[config.mk]
export PLATFORM = sky130hd
export DESIGN_NAME = mono_note_priority_stack_top
export DESIGN_NICKNAME = d
export VERILOG_FILES = /design/src/rtl/mnps_pkg.sv /design/src/rtl/mnps_ram.sv /design/src/rtl/mnps_ctrl.sv /design/src/rtl/mnps_datapath.sv /design/src/rtl/mono_note_priority_stack_top.sv
export SDC_FILE = /design/constraint.sdc
export NUM_CORES = 1
export LEC_CHECK = 0
export ABC_AREA = 0
export BUFFER_PORTS_ARGS = -buffer_cell sky130_fd_sc_hd__buf_2
export CAP_MARGIN = 20
export CORE_MARGIN = 4
export CORE_UTILIZATION = 30
export DETAILED_ROUTE_END_ITERATION = 16
export GPL_TIMING_DRIVEN = 1
export PLACE_DENSITY = 0.57
export SLEW_MARGIN = 40
export SYNTH_ARGS = -nofsm -noshare
export SYNTH_HDL_FRONTEND = slang
export SYNTH_HIERARCHICAL = 1
export SYNTH_SLANG_ARGS = --single-unit
[constraint.sdc]
create_clock -name clock -period 3.45 [get_ports clock]
set_input_delay 0.345 -clock clock [delete_from_list [all_inputs] [get_ports clock]]
set_output_delay 0.345 -clock clock [all_outputs]
set_load 0.005 [all_outputs]
[src/rtl/mnps_pkg.sv]
`timescale 1ns / 1ps
`default_nettype none

package mnps_pkg;

   // request command codes
   localparam logic [2:0] CMD_NOTE_ON    = 3'd0;
   localparam logic [2:0] CMD_LEGATO_ON  = 3'd1;
   localparam logic [2:0] CMD_NOTE_OFF   = 3'd2;
   localparam logic [2:0] CMD_ALL_OFF    = 3'd3;
   localparam logic [2:0] CMD_HOLD_CHECK = 3'd4;

   localparam int                KEY_W       = 7;
   localparam logic [KEY_W-1:0]  KEY_CENTER  = 7'd64;
   localparam logic signed [7:0] SILENT_KEY  = -8'sd1;
   localparam logic [13:0]       VEL_RESET   = 14'd12800;

   typedef enum logic [1:0] {
      CLS_DONE  = 2'd0,
      CLS_SHIFT = 2'd1,
      CLS_SCAN  = 2'd2
   } op_class_type;

   typedef struct packed {
      logic load;
      logic step_shift;
      logic step_scan;
      logic finish_shift;
      logic finish_scan;
   } dp_cmd_type;

   typedef struct packed {
      op_class_type cls;
      logic         pass_done;
   } dp_status_type;

   // (key - 64) * 128, the 7-bit wrap of the offset is exact over the key range
   function automatic logic signed [13:0] pitch_of(input logic [KEY_W-1:0] key);
      logic [KEY_W-1:0] offs;
      offs = key - KEY_CENTER;
      return $signed({offs, 7'b0});
   endfunction

endpackage

`default_nettype wire

[src/rtl/mnps_ram.sv]
`timescale 1ns / 1ps
`default_nettype none

module mnps_ram #(
   parameter int WIDTH = 7,
   parameter int DEPTH = 16
) (
   input  wire logic                     clock,
   input  wire logic                     wr_en,
   input  wire logic [$clog2(DEPTH)-1:0] wr_addr,
   input  wire logic [WIDTH-1:0]         wr_data,
   input  wire logic                     rd_en,
   input  wire logic [$clog2(DEPTH)-1:0] rd_addr,
   output logic      [WIDTH-1:0]         rd_data
);

   logic [WIDTH-1:0] mem_ff [DEPTH];
   logic [WIDTH-1:0] rd_data_ff;

   always_ff @(posedge clock) begin
      if (wr_en) begin
         mem_ff[wr_addr] <= wr_data;
      end
      if (rd_en) begin
         rd_data_ff <= mem_ff[rd_addr];
      end
   end

   assign rd_data = rd_data_ff;

endmodule

`default_nettype wire

[src/rtl/mnps_ctrl.sv]
`timescale 1ns / 1ps
`default_nettype none

module mnps_ctrl (
   input  wire logic                   clock,
   input  wire logic                   reset,
   input  wire logic                   start,
   output logic                        busy,
   output logic                        rsp_valid,
   output mnps_pkg::dp_cmd_type        dp_cmd,
   input  wire mnps_pkg::dp_status_type dp_status
);

   typedef enum logic [2:0] {
      ST_IDLE  = 3'b001,
      ST_SHIFT = 3'b010,
      ST_SCAN  = 3'b100
   } state_type;

   state_type state_ff, state_in;
   logic      rsp_valid_ff, rsp_valid_in;

   always_comb begin
      state_in     = state_ff;
      rsp_valid_in = 1'b0;
      dp_cmd       = '0;
      case (state_ff)
         ST_IDLE: begin
            if (start) begin
               dp_cmd.load = 1'b1;
               case (dp_status.cls)
                  mnps_pkg::CLS_SHIFT: state_in = ST_SHIFT;
                  mnps_pkg::CLS_SCAN:  state_in = ST_SCAN;
                  default:             rsp_valid_in = 1'b1;
               endcase
            end
         end
         ST_SHIFT: begin
            if (dp_status.pass_done) begin
               dp_cmd.finish_shift = 1'b1;
               rsp_valid_in        = 1'b1;
               state_in            = ST_IDLE;
            end else begin
               dp_cmd.step_shift = 1'b1;
            end
         end
         ST_SCAN: begin
            if (dp_status.pass_done) begin
               dp_cmd.finish_scan = 1'b1;
               rsp_valid_in       = 1'b1;
               state_in           = ST_IDLE;
            end else begin
               dp_cmd.step_scan = 1'b1;
            end
         end
         default: begin
            state_in = ST_IDLE;
         end
      endcase
   end

   always_ff @(posedge clock) begin
      if (reset) begin
         state_ff     <= ST_IDLE;
         rsp_valid_ff <= 1'b0;
      end else begin
         state_ff     <= state_in;
         rsp_valid_ff <= rsp_valid_in;
      end
   end

   assign busy      = (state_ff != ST_IDLE);
   assign rsp_valid = rsp_valid_ff;

endmodule

`default_nettype wire

[src/rtl/mnps_datapath.sv]
`timescale 1ns / 1ps
`default_nettype none

module mnps_datapath #(
   parameter int STACK_DEPTH = 16
) (
   input  wire logic                       clock,
   input  wire logic                       reset,
   input  wire mnps_pkg::dp_cmd_type       dp_cmd,
   output mnps_pkg::dp_status_type         dp_status,
   input  wire logic [2:0]                 req_command,
   input  wire logic [6:0]                 req_note_key,
   input  wire logic [6:0]                 req_note_velocity,
   input  wire logic                       req_hold_pedal,
   output logic signed [13:0]              rsp_pitch_target,
   output logic        [13:0]              rsp_velocity_level,
   output logic                            rsp_gate,
   output logic signed [7:0]               rsp_sounding_key,
   output logic        [4:0]               rsp_stack_depth
);

   localparam int AW = $clog2(STACK_DEPTH);
   localparam int CW = $clog2(STACK_DEPTH + 1);
   localparam logic [CW-1:0] DEPTH_C = CW'(STACK_DEPTH);
   localparam logic [CW-1:0] ONE_C   = CW'(1);

   // architectural state
   logic [CW-1:0]      count_ff, count_in;
   logic               gate_ff, gate_in;
   logic signed [7:0]  cur_key_ff, cur_key_in;
   logic signed [13:0] pitch_ff, pitch_in;
   logic [13:0]        vel_ff, vel_in;
   logic               rvalid_ff, rvalid_in;

   // pass bookkeeping
   logic [CW-1:0] rd_ff, rd_in;
   logic [CW-1:0] wr_ff, wr_in;
   logic [CW-1:0] lim_ff, lim_in;
   logic [6:0]    key_ff, key_in;
   logic          hold_ff, hold_in;
   logic          top_eq_ff, top_eq_in;
   logic [6:0]    last_kept_ff, last_kept_in;

   logic          ram_we, ram_re;
   logic [AW-1:0] ram_waddr, ram_raddr;
   logic [6:0]    ram_wdata, ram_q;

   logic is_release, is_trigger, full, issue;

   mnps_ram #(
      .WIDTH (7),
      .DEPTH (STACK_DEPTH)
   ) u_stack_ram (
      .clock   (clock),
      .wr_en   (ram_we),
      .wr_addr (ram_waddr),
      .wr_data (ram_wdata),
      .rd_en   (ram_re),
      .rd_addr (ram_raddr),
      .rd_data (ram_q)
   );

   assign is_release = (req_command == mnps_pkg::CMD_NOTE_OFF) ||
                       ((req_command == mnps_pkg::CMD_NOTE_ON) && (req_note_velocity == '0));
   assign is_trigger = ((req_command == mnps_pkg::CMD_NOTE_ON) && (req_note_velocity != '0)) ||
                       (req_command == mnps_pkg::CMD_LEGATO_ON);
   assign full       = (count_ff == DEPTH_C);
   assign issue      = (dp_cmd.step_shift || dp_cmd.step_scan) && (rd_ff != lim_ff);

   always_comb begin
      if (is_release) begin
         dp_status.cls = mnps_pkg::CLS_SCAN;
      end else if (is_trigger && full) begin
         dp_status.cls = mnps_pkg::CLS_SHIFT;
      end else begin
         dp_status.cls = mnps_pkg::CLS_DONE;
      end
      dp_status.pass_done = (rd_ff == lim_ff) && !rvalid_ff;
   end

   always_comb begin
      count_in     = count_ff;
      gate_in      = gate_ff;
      cur_key_in   = cur_key_ff;
      pitch_in     = pitch_ff;
      vel_in       = vel_ff;
      rd_in        = rd_ff;
      wr_in        = wr_ff;
      lim_in       = lim_ff;
      key_in       = key_ff;
      hold_in      = hold_ff;
      top_eq_in    = top_eq_ff;
      last_kept_in = last_kept_ff;
      rvalid_in    = issue;
      ram_we       = 1'b0;
      ram_waddr    = wr_ff[AW-1:0];
      ram_wdata    = ram_q;
      ram_re       = issue;
      ram_raddr    = rd_ff[AW-1:0];

      if (dp_cmd.load) begin
         key_in    = req_note_key;
         hold_in   = req_hold_pedal;
         rd_in     = '0;
         wr_in     = '0;
         top_eq_in = 1'b1;
         if (is_release) begin
            cur_key_in = mnps_pkg::SILENT_KEY;
            lim_in     = count_ff;
         end else if (is_trigger) begin
            if ((req_command == mnps_pkg::CMD_NOTE_ON) && !gate_ff) begin
               vel_in = {req_note_velocity, 7'b0};
            end
            pitch_in   = mnps_pkg::pitch_of(req_note_key);
            cur_key_in = $signed({1'b0, req_note_key});
            gate_in    = 1'b1;
            if (full) begin
               // drop the oldest entry: move entries one place down
               rd_in  = ONE_C;
               lim_in = DEPTH_C;
            end else begin
               ram_we    = 1'b1;
               ram_waddr = count_ff[AW-1:0];
               ram_wdata = req_note_key;
               count_in  = count_ff + ONE_C;
            end
         end else begin
            case (req_command)
               mnps_pkg::CMD_ALL_OFF: begin
                  cur_key_in = mnps_pkg::SILENT_KEY;
                  count_in   = '0;
                  gate_in    = 1'b0;
               end
               mnps_pkg::CMD_HOLD_CHECK: begin
                  if ((count_ff == '0) && !req_hold_pedal) begin
                     gate_in = 1'b0;
                  end
               end
               default: begin
               end
            endcase
         end
      end

      if (issue) begin
         rd_in = rd_ff + ONE_C;
      end

      if (dp_cmd.step_shift && rvalid_ff) begin
         ram_we = 1'b1;
         wr_in  = wr_ff + ONE_C;
      end

      if (dp_cmd.step_scan && rvalid_ff) begin
         // entries arrive in order, so the last compare is the old top
         top_eq_in = (ram_q == key_ff);
         if (ram_q != key_ff) begin
            ram_we       = 1'b1;
            wr_in        = wr_ff + ONE_C;
            last_kept_in = ram_q;
         end
      end

      if (dp_cmd.finish_shift) begin
         ram_we    = 1'b1;
         ram_wdata = key_ff;
      end

      if (dp_cmd.finish_scan) begin
         count_in = wr_ff;
         if (top_eq_ff && (wr_ff != '0)) begin
            // released key was on top: retrigger the new top in place
            pitch_in   = mnps_pkg::pitch_of(last_kept_ff);
            cur_key_in = $signed({1'b0, last_kept_ff});
            gate_in    = 1'b1;
         end else if ((wr_ff == '0) && !hold_ff) begin
            gate_in = 1'b0;
         end
      end
   end

   always_ff @(posedge clock) begin
      if (reset) begin
         count_ff   <= '0;
         gate_ff    <= 1'b0;
         cur_key_ff <= mnps_pkg::SILENT_KEY;
         pitch_ff   <= '0;
         vel_ff     <= mnps_pkg::VEL_RESET;
         rvalid_ff  <= 1'b0;
      end else begin
         count_ff   <= count_in;
         gate_ff    <= gate_in;
         cur_key_ff <= cur_key_in;
         pitch_ff   <= pitch_in;
         vel_ff     <= vel_in;
         rvalid_ff  <= rvalid_in;
      end
   end

   always_ff @(posedge clock) begin
      rd_ff        <= rd_in;
      wr_ff        <= wr_in;
      lim_ff       <= lim_in;
      key_ff       <= key_in;
      hold_ff      <= hold_in;
      top_eq_ff    <= top_eq_in;
      last_kept_ff <= last_kept_in;
   end

   assign rsp_pitch_target   = pitch_ff;
   assign rsp_velocity_level = vel_ff;
   assign rsp_gate           = gate_ff;
   assign rsp_sounding_key   = cur_key_ff;
   assign rsp_stack_depth    = 5'(count_ff);

endmodule

`default_nettype wire

[src/rtl/mono_note_priority_stack_top.sv]
`timescale 1ns / 1ps
`default_nettype none

// channel    ports                                              handshake
// request    req_command, req_note_key, req_note_velocity, ...  start high while busy is low
// response   rsp_pitch_target, rsp_velocity_level, rsp_gate, ...  rsp_valid for one cycle
//
// all off, hold check, unused codes and note on into a stack with room: strobe in the cycle
// after start. note off: one ram read per entry.
// note on into a full stack: each entry is moved down one place.
// a new request may be started in the cycle that carries the strobe.
// synchronous reset zeroes stack count, gate and pitch, sets key -1, velocity 12800; stack
// ram is never cleared, only entries below the count are read. the receiver cannot stall.

module mono_note_priority_stack_top #(
   parameter int STACK_DEPTH = 16
) (
   input  wire logic               clock,
   input  wire logic               reset,
   input  wire logic               start,
   output logic                    busy,
   input  wire logic [2:0]         req_command,
   input  wire logic [6:0]         req_note_key,
   input  wire logic [6:0]         req_note_velocity,
   input  wire logic               req_hold_pedal,
   output logic                    rsp_valid,
   output logic signed [13:0]      rsp_pitch_target,
   output logic        [13:0]      rsp_velocity_level,
   output logic                    rsp_gate,
   output logic signed [7:0]       rsp_sounding_key,
   output logic        [4:0]       rsp_stack_depth
);

   mnps_pkg::dp_cmd_type    dp_cmd;
   mnps_pkg::dp_status_type dp_status;

   mnps_ctrl u_ctrl (
      .clock     (clock),
      .reset     (reset),
      .start     (start),
      .busy      (busy),
      .rsp_valid (rsp_valid),
      .dp_cmd    (dp_cmd),
      .dp_status (dp_status)
   );

   mnps_datapath #(
      .STACK_DEPTH (STACK_DEPTH)
   ) u_datapath (
      .clock              (clock),
      .reset              (reset),
      .dp_cmd             (dp_cmd),
      .dp_status          (dp_status),
      .req_command        (req_command),
      .req_note_key       (req_note_key),
      .req_note_velocity  (req_note_velocity),
      .req_hold_pedal     (req_hold_pedal),
      .rsp_pitch_target   (rsp_pitch_target),
      .rsp_velocity_level (rsp_velocity_level),
      .rsp_gate           (rsp_gate),
      .rsp_sounding_key   (rsp_sounding_key),
      .rsp_stack_depth    (rsp_stack_depth)
   );

endmodule

`default_nettype wire
==> flow_metrics.py, run 1 <==
metrics = {
    "clock_tree": {
        "cts_buffers": 17,
        "clkTransAtPathRegs_ps": 80,
        "htree_num_levels": 4,
        "clock_sinks": 190,
        "cts-root-buf": "clkbuf_16",
        "clockBufferDepth": 2,
        "cts_tree": "built",
        "clock_latency_ps": 440,
    },
    "worst_setup_path": {
        "r2r_start": "u_datapath/rd_ff[2]",
        "setup.worst_path.end_class": "flop",
        "critical_path.reg2reg.endpoint": "u_datapath/u_stack_ram/mem_ff[1][5]",
        "reg2regPathDepth": 9,
        "critical_path_class": "reg2reg",
        "crit_fanout": 8,
        "startpoint_type": "flop",
        "worst-r2r-setup-slack_ps": 160,
        "worstPathRequired_ps": 3520,
        "critical_path_arrival_ps": 3360,
    },
    "synthesis": {
        "seq_area_frac_synth_pct": 64.6,
        "syn_area_per_cell_um2": 14.6,
        "ys_types": 70,
        "yosys_register_bits": 190,
        "synth_area_um2": 8140,
        "synthCells": 558,
        "synth_edf_count": 145,
        "yosysWarnings": 6,
        "synth_ff_type": "edfxtp_1",
        "synthArstFlopShare_pct": 0,
    },
    "cells_and_area": {
        "syn_to_final_growth_pct": 17.9,
        "layout_commonest_cell": "edfxtp_1",
        "drive_gt1_share_pct": 23.4,
        "diodes": 0,
        "most-common-layout-cells": "145 x edfxtp_1, 57 x buf_2, 45 x dfxtp_1",
        "stdcell_count": 998,
        "final_nets": 672,
        "fillers": 2537,
    },
    "timing": {
        "period_share_pct": 95.3,
        "max_slew_margin_pct": 51.2,
        "timing.hold.ws_ps": 111,
        "worst_slack_ps": 162,
        "maxSlewViolCount": 0,
        "worst_pin_slew_ps": 732,
        "rsz0062_at_grt": "yes",
        "setup_viol": 0,
        "fin_skew_ps": 12.9,
        "finalCriticalPeriod_ps": 3290,
        "hold_violations": 0,
        "clock.fmax_ghz": 0.304,
    },
    "job": {
        "cap_viol_max_count": 0,
    },
    "hold_path": {
        "hp-start": "req_note_key[6]",
        "hold_path_depth": 1,
        "holdPathEnd": "u_datapath/key_ff[6]",
        "hp-class": "in2reg",
    },
    "placement": {
        "place_congestion": 0.796,
        "portBuffers": 57,
        "dp_cells": 966,
        "pre_cts_ws_ps": 211,
        "dpl.hpwl_um": 12400,
    },
    "floorplan": {
        "start_util_pct": 30.4,
        "die_y_um": 173,
        "ios": 65,
        "die_x_um": 173,
        "coreArea_um2": 26800,
        "dieArea_um2": 29800,
        "row_count": 60,
    },
    "global_route": {
        "track_usage_pct": 12.2,
        "antenna_found_initial": 0,
        "grt_pass1_vias": 4915,
        "grt-ovfl-total": 0,
        "grt_pass1_wl_um": 28500,
        "grt_max_degree": 34,
    },
    "power": {
        "power.leakage_uw": 0.00331,
        "irDropWorstVdd_mv": 0.391,
        "power_density_nw_per_um2": 502,
    },
    "drt": {
        "viasPerCell": 4.85,
        "num_vias": 4843,
        "ant_nets": 0,
        "wl_um": 17900,
        "wire_per_inst_um": 18.0,
        "drt_iter0_drc": 342,
        "drc": 0,
        "first_pass_iters": 4,
    },
    "run_status": {
        "status": "completed",
    },
}
[Yosys cell counts, types with 6 or more instances]
| cell | instances | share of area [%] |
|---|---|---|
| edfxtp_1 | 145 | 54 |
| dfxtp_1 | 45 | 11 |
| inv_1 | 17 | 0.78 |
| nand2b_1 | 8 | 0.62 |
| ha_1 | 7 | 1.1 |
| xnor2_1 | 9 | 0.97 |
| a21oi_1 | 12 | 0.74 |
| o21ai_1 | 6 | 0.37 |
| nor3_1 | 10 | 0.62 |
| nand2_1 | 41 | 1.9 |
| clkbuf_1 | 8 | 0.37 |
| or3_1 | 6 | 0.46 |
| a22oi_1 | 15 | 1.4 |
| a311oi_1 | 7 | 0.75 |
| nand3_1 | 14 | 0.86 |
| nor2_1 | 42 | 1.9 |
| xor2_1 | 6 | 0.65 |
| and2_1 | 12 | 0.92 |
| a211oi_1 | 6 | 0.55 |
| buf_4 | 8 | 0.74 |
| nor2b_1 | 10 | 0.77 |
| mux4_2 | 11 | 3.0 |
| o21ai_0 | 20 | 1.2 |
| mux4_1 | 17 | 5.5 |
| mux2i_1 | 11 | 1.4 |
[per-stage QoR]
step                      setup TNS [ps]  power [µW]  cell area, µm²  util [%]
after floorplan                        0        2680            8170         -
after global placement                 0        2750            8920      33.3
after detailed placement               0        2760            8940      33.4
after CTS                              0        4870            9590      35.8
after global routing               -2280        4990            9600      35.8
final                                  0        4820            9600      35.8
[where the power goes]
| part | switching, µW | internal [µW] | leakage (µW) |
|---|---|---|---|
| logic | 132 | 86.8 | 0.00131 |
| clock network | 935 | 1180 | 0.000313 |
| registers | 16.2 | 2470 | 0.00168 |
| total | 1080 | 3740 | 0.00331 |
[final cells by class]
| cell class | count | area, µm² | area share [%] |
|---|---|---|---|
| flip-flops and latches | 190 | 5260 | 54.8 |
| multi-input cells | 330 | 2690 | 28.0 |
| repair buffers | 88 | 518 | 5.40 |
| well taps | 341 | 427 | 4.45 |
| clock buffers | 17 | 425 | 4.43 |
| clock inverters | 15 | 220 | 2.29 |
| inverters | 17 | 63.8 | 0.665 |
[how the worst max path moves through the flow]
stage	start	to	slack [ps]
floorplan	u_ctrl/state_ff[0]	u_datapath/u_stack_ram/mem_ff[3][0]	60
global placement	u_datapath/rd_ff[2]	u_datapath/u_stack_ram/mem_ff[1][0]	240
detailed placement	u_ctrl/state_ff[0]	u_datapath/u_stack_ram/mem_ff[1][5]	210
CTS	u_ctrl/state_ff[0]	u_datapath/u_stack_ram/mem_ff[1][5]	180
global route	u_datapath/rd_ff[2]	u_datapath/u_stack_ram/mem_ff[1][6]	-100
finish	u_datapath/rd_ff[2]	u_datapath/u_stack_ram/mem_ff[1][5]	160
[registers in the layout (all words and copies together), names as in the netlist, 3 cells and up]
register / cells
u_datapath/key_ff: 7
u_datapath/rsp_sounding_key: 8
u_datapath/rsp_velocity_level: 7
u_datapath/rsp_stack_depth: 5
u_ctrl/state_ff: 3
u_datapath/rsp_pitch_target: 14
u_datapath/rd_ff: 5
u_datapath/lim_ff: 5
u_datapath/u_stack_ram/rd_data: 7
u_datapath/wr_ff: 5
u_datapath/last_kept_ff: 7
u_datapath/u_stack_ram/mem_ff: 112
[per-layer routing]
metal / global-route usage (%) / up-vias / wire length (µm)
li1: - / 2314 / -
met4: 4.29 / 0 / 227
met1: 16.0 / 2389 / 8170
met5: 0 / - / 0
met2: 20.1 / 125 / 8760
met3: 2.73 / 15 / 772
[worst max-delay path, stage by stage (launching register included)]
cell and delay, ps:
edfxtp_1 510, xnor2_1 170, nand3_1 120, nor2_1 90, nor3_1 430, o21a_1 210
o41a_1 160, or3_1 160, or3b_2 520, nor2_1 560
[cells by family (layout without fill, tap and decap cells)]
group                      after synthesis  in the layout  synth area share [%]
DFF                                    190            190                  64.6
and+or+nand+nor                        165            165                  11.0
AOI/OAI and AO/OA                       96             96                  8.49
buffers and inverters                   44            137                  3.17
muxes                                   40             40                  10.0
xor gates and xnor gates                15             15                  1.61
adders and majority gates                7              7                  1.08
other                                    1              7                0.0461
[repair_timing]
item / 4_1_cts / 5_1_grt
hold buffers: 0 / 0
setup buffers: 0 / 0
hold endpoints to repair: 0 / 0
resized for setup: 0 / 0
endpoints found under the setup margin: 0 / 28
(Power assumes the default switching activity.)
==> run 2, diff against run 1 <==
--- a/config.mk
+++ b/config.mk
@@ -6,13 +6,16 @@
 export NUM_CORES = 1
 export LEC_CHECK = 0
 export ABC_AREA = 0
-export BUFFER_PORTS_ARGS = -buffer_cell sky130_fd_sc_hd__buf_2
 export CAP_MARGIN = 20
+export CELL_PAD_IN_SITES_DETAIL_PLACEMENT = 0
+export CELL_PAD_IN_SITES_GLOBAL_PLACEMENT = 1
 export CORE_MARGIN = 4
 export CORE_UTILIZATION = 30
 export DETAILED_ROUTE_END_ITERATION = 16
+export DONT_BUFFER_PORTS = 1
 export GPL_TIMING_DRIVEN = 1
-export PLACE_DENSITY = 0.57
+export PLACE_DENSITY = 0.62
+export REMOVE_ABC_BUFFERS = 1
 export SLEW_MARGIN = 40
 export SYNTH_ARGS = -nofsm -noshare
 export SYNTH_HDL_FRONTEND = slang
==> run 2 against run 1 <==
  * Final cell count fell by 5.1%
  * Critical path depth is the same
  * Global-route usage rose by 0.92 points
  * Sequential power about the same
  * Utilization fell by 1.0 points
  * Design area fell by 2.9%
  * Clock skew is 2.1 ps lower
  * Sequential cell count stayed put
  * Die area unchanged
==> flow_metrics.py, run 2 (synthesized netlist as in run 1, its figures left out) <==
metrics = {
    "global_route": {
        "antenna_found_initial": 0,
        "grt-ovfl-total": 0,
        "track_usage_pct": 13.1,
        "grt_max_degree": 32,
        "grt_pass1_wl_um": 30200,
        "grt_pass1_vias": 4864,
    },
    "cells_and_area": {
        "top_register": "u_datapath/u_stack_ram/mem_ff",
        "stdcell_count": 947,
        "fillers": 2548,
        "syn_to_final_growth_pct": 14.5,
        "final_nets": 622,
        "drive_gt1_share_pct": 15.7,
        "most-common-layout-cells": "145 x edfxtp_1, 45 x dfxtp_1, 41 x nand2_1",
        "diodes": 0,
        "largest_register_ffs": 112,
        "finalInstanceArea_um2": 9320,
        "final_util_pct": 34.8,
        "layout_commonest_cell": "edfxtp_1",
    },
    "timing": {
        "worst_pin_slew_ps": 716,
        "setup_tns_ps": 0,
        "maxSlewViolCount": 0,
        "hold_violations": 0,
        "clock.fmax_ghz": 0.318,
        "period_share_pct": 91.1,
        "finalCriticalPeriod_ps": 3140,
        "fin_skew_ps": 10.7,
        "max_slew_margin_pct": 52.1,
        "setup_viol": 0,
        "rsz0062_at_grt": "no",
    },
    "clock_tree": {
        "clock_sinks": 190,
        "htree_num_levels": 4,
        "cts_tree": "built",
        "cts-root-buf": "clkbuf_16",
        "clkTransAtPathRegs_ps": 70,
        "clockBufferDepth": 2,
        "clock_latency_ps": 440,
        "cts_buffers": 17,
        "postCtsSetupRepairBufs": 0,
    },
    "floorplan": {
        "start_util_pct": 30.4,
        "coreArea_um2": 26800,
        "ios": 65,
        "dieArea_um2": 29800,
        "die_y_um": 173,
        "row_count": 60,
        "die_x_um": 173,
    },
    "power": {
        "power_density_nw_per_um2": 495,
        "irDropWorstVdd_mv": 0.336,
        "power.leakage_uw": 0.00305,
    },
    "drt": {
        "viasPerCell": 5.11,
        "wire_per_inst_um": 20.7,
        "wl_met2_um": 9480,
        "wl_met1_um": 8680,
        "routed.top_layer": "met4",
        "drc": 0,
        "ant_nets": 0,
        "first_pass_iters": 5,
        "wl_um": 19600,
        "wl_met3_um": 1090,
        "num_vias": 4839,
        "drt_iter0_drc": 365,
    },
    "worst_setup_path": {
        "setup.worst_path.end_class": "flop",
        "startpoint_type": "flop",
        "critical_path_arrival_ps": 3230,
        "crit_fanout": 8,
        "critical_path_class": "reg2reg",
        "worstPathRequired_ps": 3540,
    },
    "placement": {
        "place_area_um2": 8640,
        "portBuffers": 0,
        "dp_cells": 907,
        "dpl.hpwl_um": 13300,
        "place_congestion": 0.780,
    },
    "job": {
        "cap_viol_max_count": 0,
    },
    "run_status": {
        "status": "completed",
    },
    "hold_path": {
        "hp-class": "in2reg",
    },
}
## run 2: per-layer routing
layer  vias up  GRT usage [%]
met1      2471           17.2
met4         0           4.19
met5         -              0
met3        25           4.02
li1       2210              -
met2       133           21.0
## run 2: path summary, 6_finish.rpt
kind / cells past startpoint / endpoint / start / slack (ps)
max: 9 / u_datapath/u_stack_ram/mem_ff[1][5] / u_datapath/rd_ff[2] / 310
min: 1 / u_datapath/rsp_velocity_level[12] / req_note_velocity[5] / 20
max reg2reg: 9 / u_datapath/u_stack_ram/mem_ff[1][5] / u_datapath/rd_ff[2] / 310
min reg2reg: 2 / u_datapath/rsp_sounding_key[6] / u_datapath/last_kept_ff[6] / 480
## run 2: worst max-delay path, cell delays in order, from the launching register on
cell and delay (ps):
edfxtp_1 520, xnor2_1 170, nand3_1 120, nor2_1 100, nor3_1 410, o21a_1 200, o41a_1 180, or3_1 190
or3b_2 530, nor2_2 380
## run 2: report_power, final
part	switching (µW)	internal [µW]
registers	19.6	2470
clock network	915	1020
logic	117	79.2
## run 2: cell type report
class	count	area, µm²	share of cell area [%]
tap	341	427	4.58
timing repair buffer	38	303	3.25
clock buffer	17	425	4.56
multi-input combinational	330	2690	28.9
sequential	190	5260	56.4
clock inverter	14	154	1.65
inverter	17	63.8	0.685
## run 2: per-stage QoR
stage | power (µW) | worst slack [ps] | hold WS (ps)
6_report | 4620 | 309 | 22.8
5_1_grt | 4790 | 68.3 | 12.7
4_1_cts | 4670 | 81.7 | 3.22
3_5_place_dp | 2720 | 87.6 | 425
3_3_place_gp | 2720 | 226 | 423
2_1_floorplan | 2660 | -463 | 417
## run 2: what timing repair did
action | 4_1_cts | 5_1_grt
hold endpoints to repair | 28 | 0
endpoints found under the setup margin | 0 | 21
gates resized for setup | 0 | 3
hold buffers | 9 | 0
==> run 3, diff against run 2 <==
--- a/config.mk
+++ b/config.mk
@@ -7,14 +7,14 @@
 export LEC_CHECK = 0
 export ABC_AREA = 0
 export CAP_MARGIN = 20
-export CELL_PAD_IN_SITES_DETAIL_PLACEMENT = 0
-export CELL_PAD_IN_SITES_GLOBAL_PLACEMENT = 1
+export CELL_PAD_IN_SITES_DETAIL_PLACEMENT = 2
+export CELL_PAD_IN_SITES_GLOBAL_PLACEMENT = 2
 export CORE_MARGIN = 4
 export CORE_UTILIZATION = 30
 export DETAILED_ROUTE_END_ITERATION = 16
 export DONT_BUFFER_PORTS = 1
 export GPL_TIMING_DRIVEN = 1
-export PLACE_DENSITY = 0.62
+export PLACE_DENSITY = 0.68
 export REMOVE_ABC_BUFFERS = 1
 export SLEW_MARGIN = 40
 export SYNTH_ARGS = -nofsm -noshare
==> constraint.sdc (replaced) <==
create_clock -name clock -period 3.45 [get_ports clock]
set_input_delay 0.345 -clock clock [delete_from_list [all_inputs] [get_ports clock]]
set_output_delay 0.345 -clock clock [all_outputs]
set_load 0.01 [all_outputs]
==> run 3 against run 2 <==
  * Non-clock buffer count increased by 10
  * Sequential power about the same
  * First-iteration DRC count down 8.2%
  * Final cell count grew 1.2%
  * Sequential share of layout area shrank 0.47 points
  * Worst hold slack gained 7.7 ps
  * Clock power is 4% higher
  * Largest cell class unchanged
  * Highest routed layer unchanged
==> flow_metrics.py, run 3 (synthesized netlist as in run 1, its figures left out) <==
metrics = {
    "clock_tree": {
        "htree_num_levels": 4,
        "clkTransAtPathRegs_ps": 80,
        "cts_tree": "built",
        "cts-root-buf": "clkbuf_16",
        "cts_buffers": 17,
        "clock_sinks": 190,
        "clockBufferDepth": 2,
        "postCtsSetupRepairBufs": 0,
        "clock_latency_ps": 440,
    },
    "cells_and_area": {
        "largest_register_ffs": 112,
        "most-common-layout-cells": "145 x edfxtp_1, 45 x dfxtp_1, 42 x nor2_1",
        "diodes": 0,
        "drive_gt1_share_pct": 16.5,
        "finalInstanceArea_um2": 9400,
        "top_register": "u_datapath/u_stack_ram/mem_ff",
        "layout_commonest_cell": "edfxtp_1",
        "syn_to_final_growth_pct": 15.5,
        "stdcell_count": 958,
        "final_nets": 632,
    },
    "worst_setup_path": {
        "r2r_start": "u_ctrl/state_ff[0]",
        "critical_path_class": "reg2reg",
        "cp_num_buf_inv": 1,
        "cp_common_cell": "and2_1",
        "max_stage_delay_ps": 570,
        "critical_path.reg2reg.endpoint": "u_datapath/u_stack_ram/mem_ff[0][5]",
        "crit_fanout": 10,
        "reg2regPathDepth": 9,
        "path_cells": "nor3b_4, and2_1, nand2b_1, a211oi_4, and2_1, o21ai_0, or3b_2, nor3_1, buf_4",
        "critical_path_arrival_ps": 3340,
        "startpoint_type": "flop",
        "critical-path-slowest-cell": "or3b_2",
        "setup.worst_path.end_class": "flop",
        "worst-r2r-setup-slack_ps": 250,
        "cp_top_family": "simple AND/OR/NAND/NOR gates",
        "worstPathRequired_ps": 3590,
    },
    "global_route": {
        "grt_pass1_wl_um": 35200,
        "top_usage_layer": "met2",
        "met2_usage_pct": 27.1,
        "grt_pass1_vias": 5467,
        "track_usage_pct": 15.3,
        "grt-ovfl-total": 0,
        "met3_usage_pct": 3.69,
        "gr-usage-met1_pct": 18.9,
        "antenna_found_initial": 0,
        "grt_max_degree": 32,
    },
    "floorplan": {
        "ios": 65,
        "coreArea_um2": 26800,
        "die_x_um": 173,
        "dieArea_um2": 29800,
        "row_count": 60,
        "start_util_pct": 30.4,
        "die_y_um": 173,
    },
    "power": {
        "power_density_nw_per_um2": 501,
        "power.leakage_uw": 0.00311,
        "irDropWorstVdd_mv": 0.326,
    },
    "timing": {
        "maxSlewViolCount": 0,
        "rsz0062_at_grt": "yes",
        "clock.fmax_ghz": 0.313,
        "worst_pin_slew_ps": 758,
        "timing.hold.ws_ps": 30.5,
        "hold_violations": 0,
        "finalCriticalPeriod_ps": 3200,
        "max_slew_margin_pct": 48.8,
        "worst_slack_ps": 253,
        "setup_tns_ps": 0,
        "period_share_pct": 92.7,
        "setup_viol": 0,
        "fin_skew_ps": 13.4,
    },
    "drt": {
        "drc": 0,
        "viasPerCell": 5.19,
        "drt_iter0_drc": 335,
        "wl_um": 22600,
        "num_vias": 4968,
        "ant_nets": 0,
        "first_pass_iters": 4,
        "wire_per_inst_um": 23.6,
    },
    "hold_path": {
        "hp-start": "req_note_velocity[5]",
        "hp-class": "in2reg",
        "holdPathEnd": "u_datapath/rsp_velocity_level[12]",
        "hold_path_depth": 1,
    },
    "placement": {
        "pre_cts_ws_ps": 290,
        "dpl.hpwl_um": 15500,
        "place_area_um2": 8700,
        "dp_cells": 916,
        "place_congestion": 0.764,
        "portBuffers": 0,
    },
    "job": {
        "cap_viol_max_count": 0,
    },
    "run_status": {
        "status": "completed",
    },
}
==> run 3: cell count changes in the layout (fill, tap and decap cells not counted), sizes merged <==
cell / change
dlygate4sd3: +1
buf: +9
clkbuf: +2
inv: +4
clkinv: -6
clkinvlp: +1
==> run 3: worst max-delay path by stage <==
stage | from | to | slack, ps | cells past startpoint
2_1_floorplan | u_datapath/rd_ff[0] | u_datapath/u_stack_ram/mem_ff[0][0] | -460 | 10
3_3_place_gp | u_ctrl/state_ff[0] | u_datapath/u_stack_ram/mem_ff[12][3] | 280 | 8
3_5_place_dp | u_ctrl/state_ff[0] | u_datapath/u_stack_ram/mem_ff[5][1] | 290 | 10
4_1_cts | u_ctrl/state_ff[0] | u_datapath/u_stack_ram/mem_ff[5][5] | 240 | 10
5_1_grt | u_ctrl/state_ff[0] | u_datapath/u_stack_ram/mem_ff[0][5] | -4 | 9
6_report | u_ctrl/state_ff[0] | u_datapath/u_stack_ram/mem_ff[0][5] | 250 | 9
==> run 3: per-layer routing <==
layer,wire (µm),vias up
li1,-,2229
met1,9640,2620
met2,11800,103
met3,961,16
met4,217,0
met5,0,-
==> run 3: area by class of cell <==
type	count	area [µm²]
sequential	190	5260
inverter	17	63.8
tap	341	427
clock buffer	19	433
timing repair buffer	48	380
multi-input combinational	330	2680
fill	2685	17400
clock inverter	13	164
==> run 3: per-stage QoR <==
stage | utilization, % | total power (µW)
global route | 35.1 | 4890
global placement | 32.4 | 2730
detailed placement | 32.5 | 2740
CTS | 35.0 | 4760
finish | 35.1 | 4710
floorplan | - | 2660
==> run 3: worst register-to-register path: stages, from the launching register on <==
cell      delay (ps)
dfxtp_1          440
nor3b_4          230
and2_1           180
nand2b_1         120
a211oi_4         340
and2_1           410
o21ai_0          260
or3b_2           570
nor3_1           160
buf_4            200
==> run 3: report_power, final <==
part,total (µW),switching [µW],internal [µW],leakage [µW]
Sequential,2490,22.4,2470,0.00168
Combinational,209,127,82.8,0.00114
Clock,2010,964,1040,0.000289
Total,4710,1110,3590,0.00311
==> run 3: timing repair <==
item                                    CTS  global route
endpoints found under the setup margin    0             7
hold buffers                              9             1
hold endpoints to repair                 26             2
gates resized for setup                   0             2
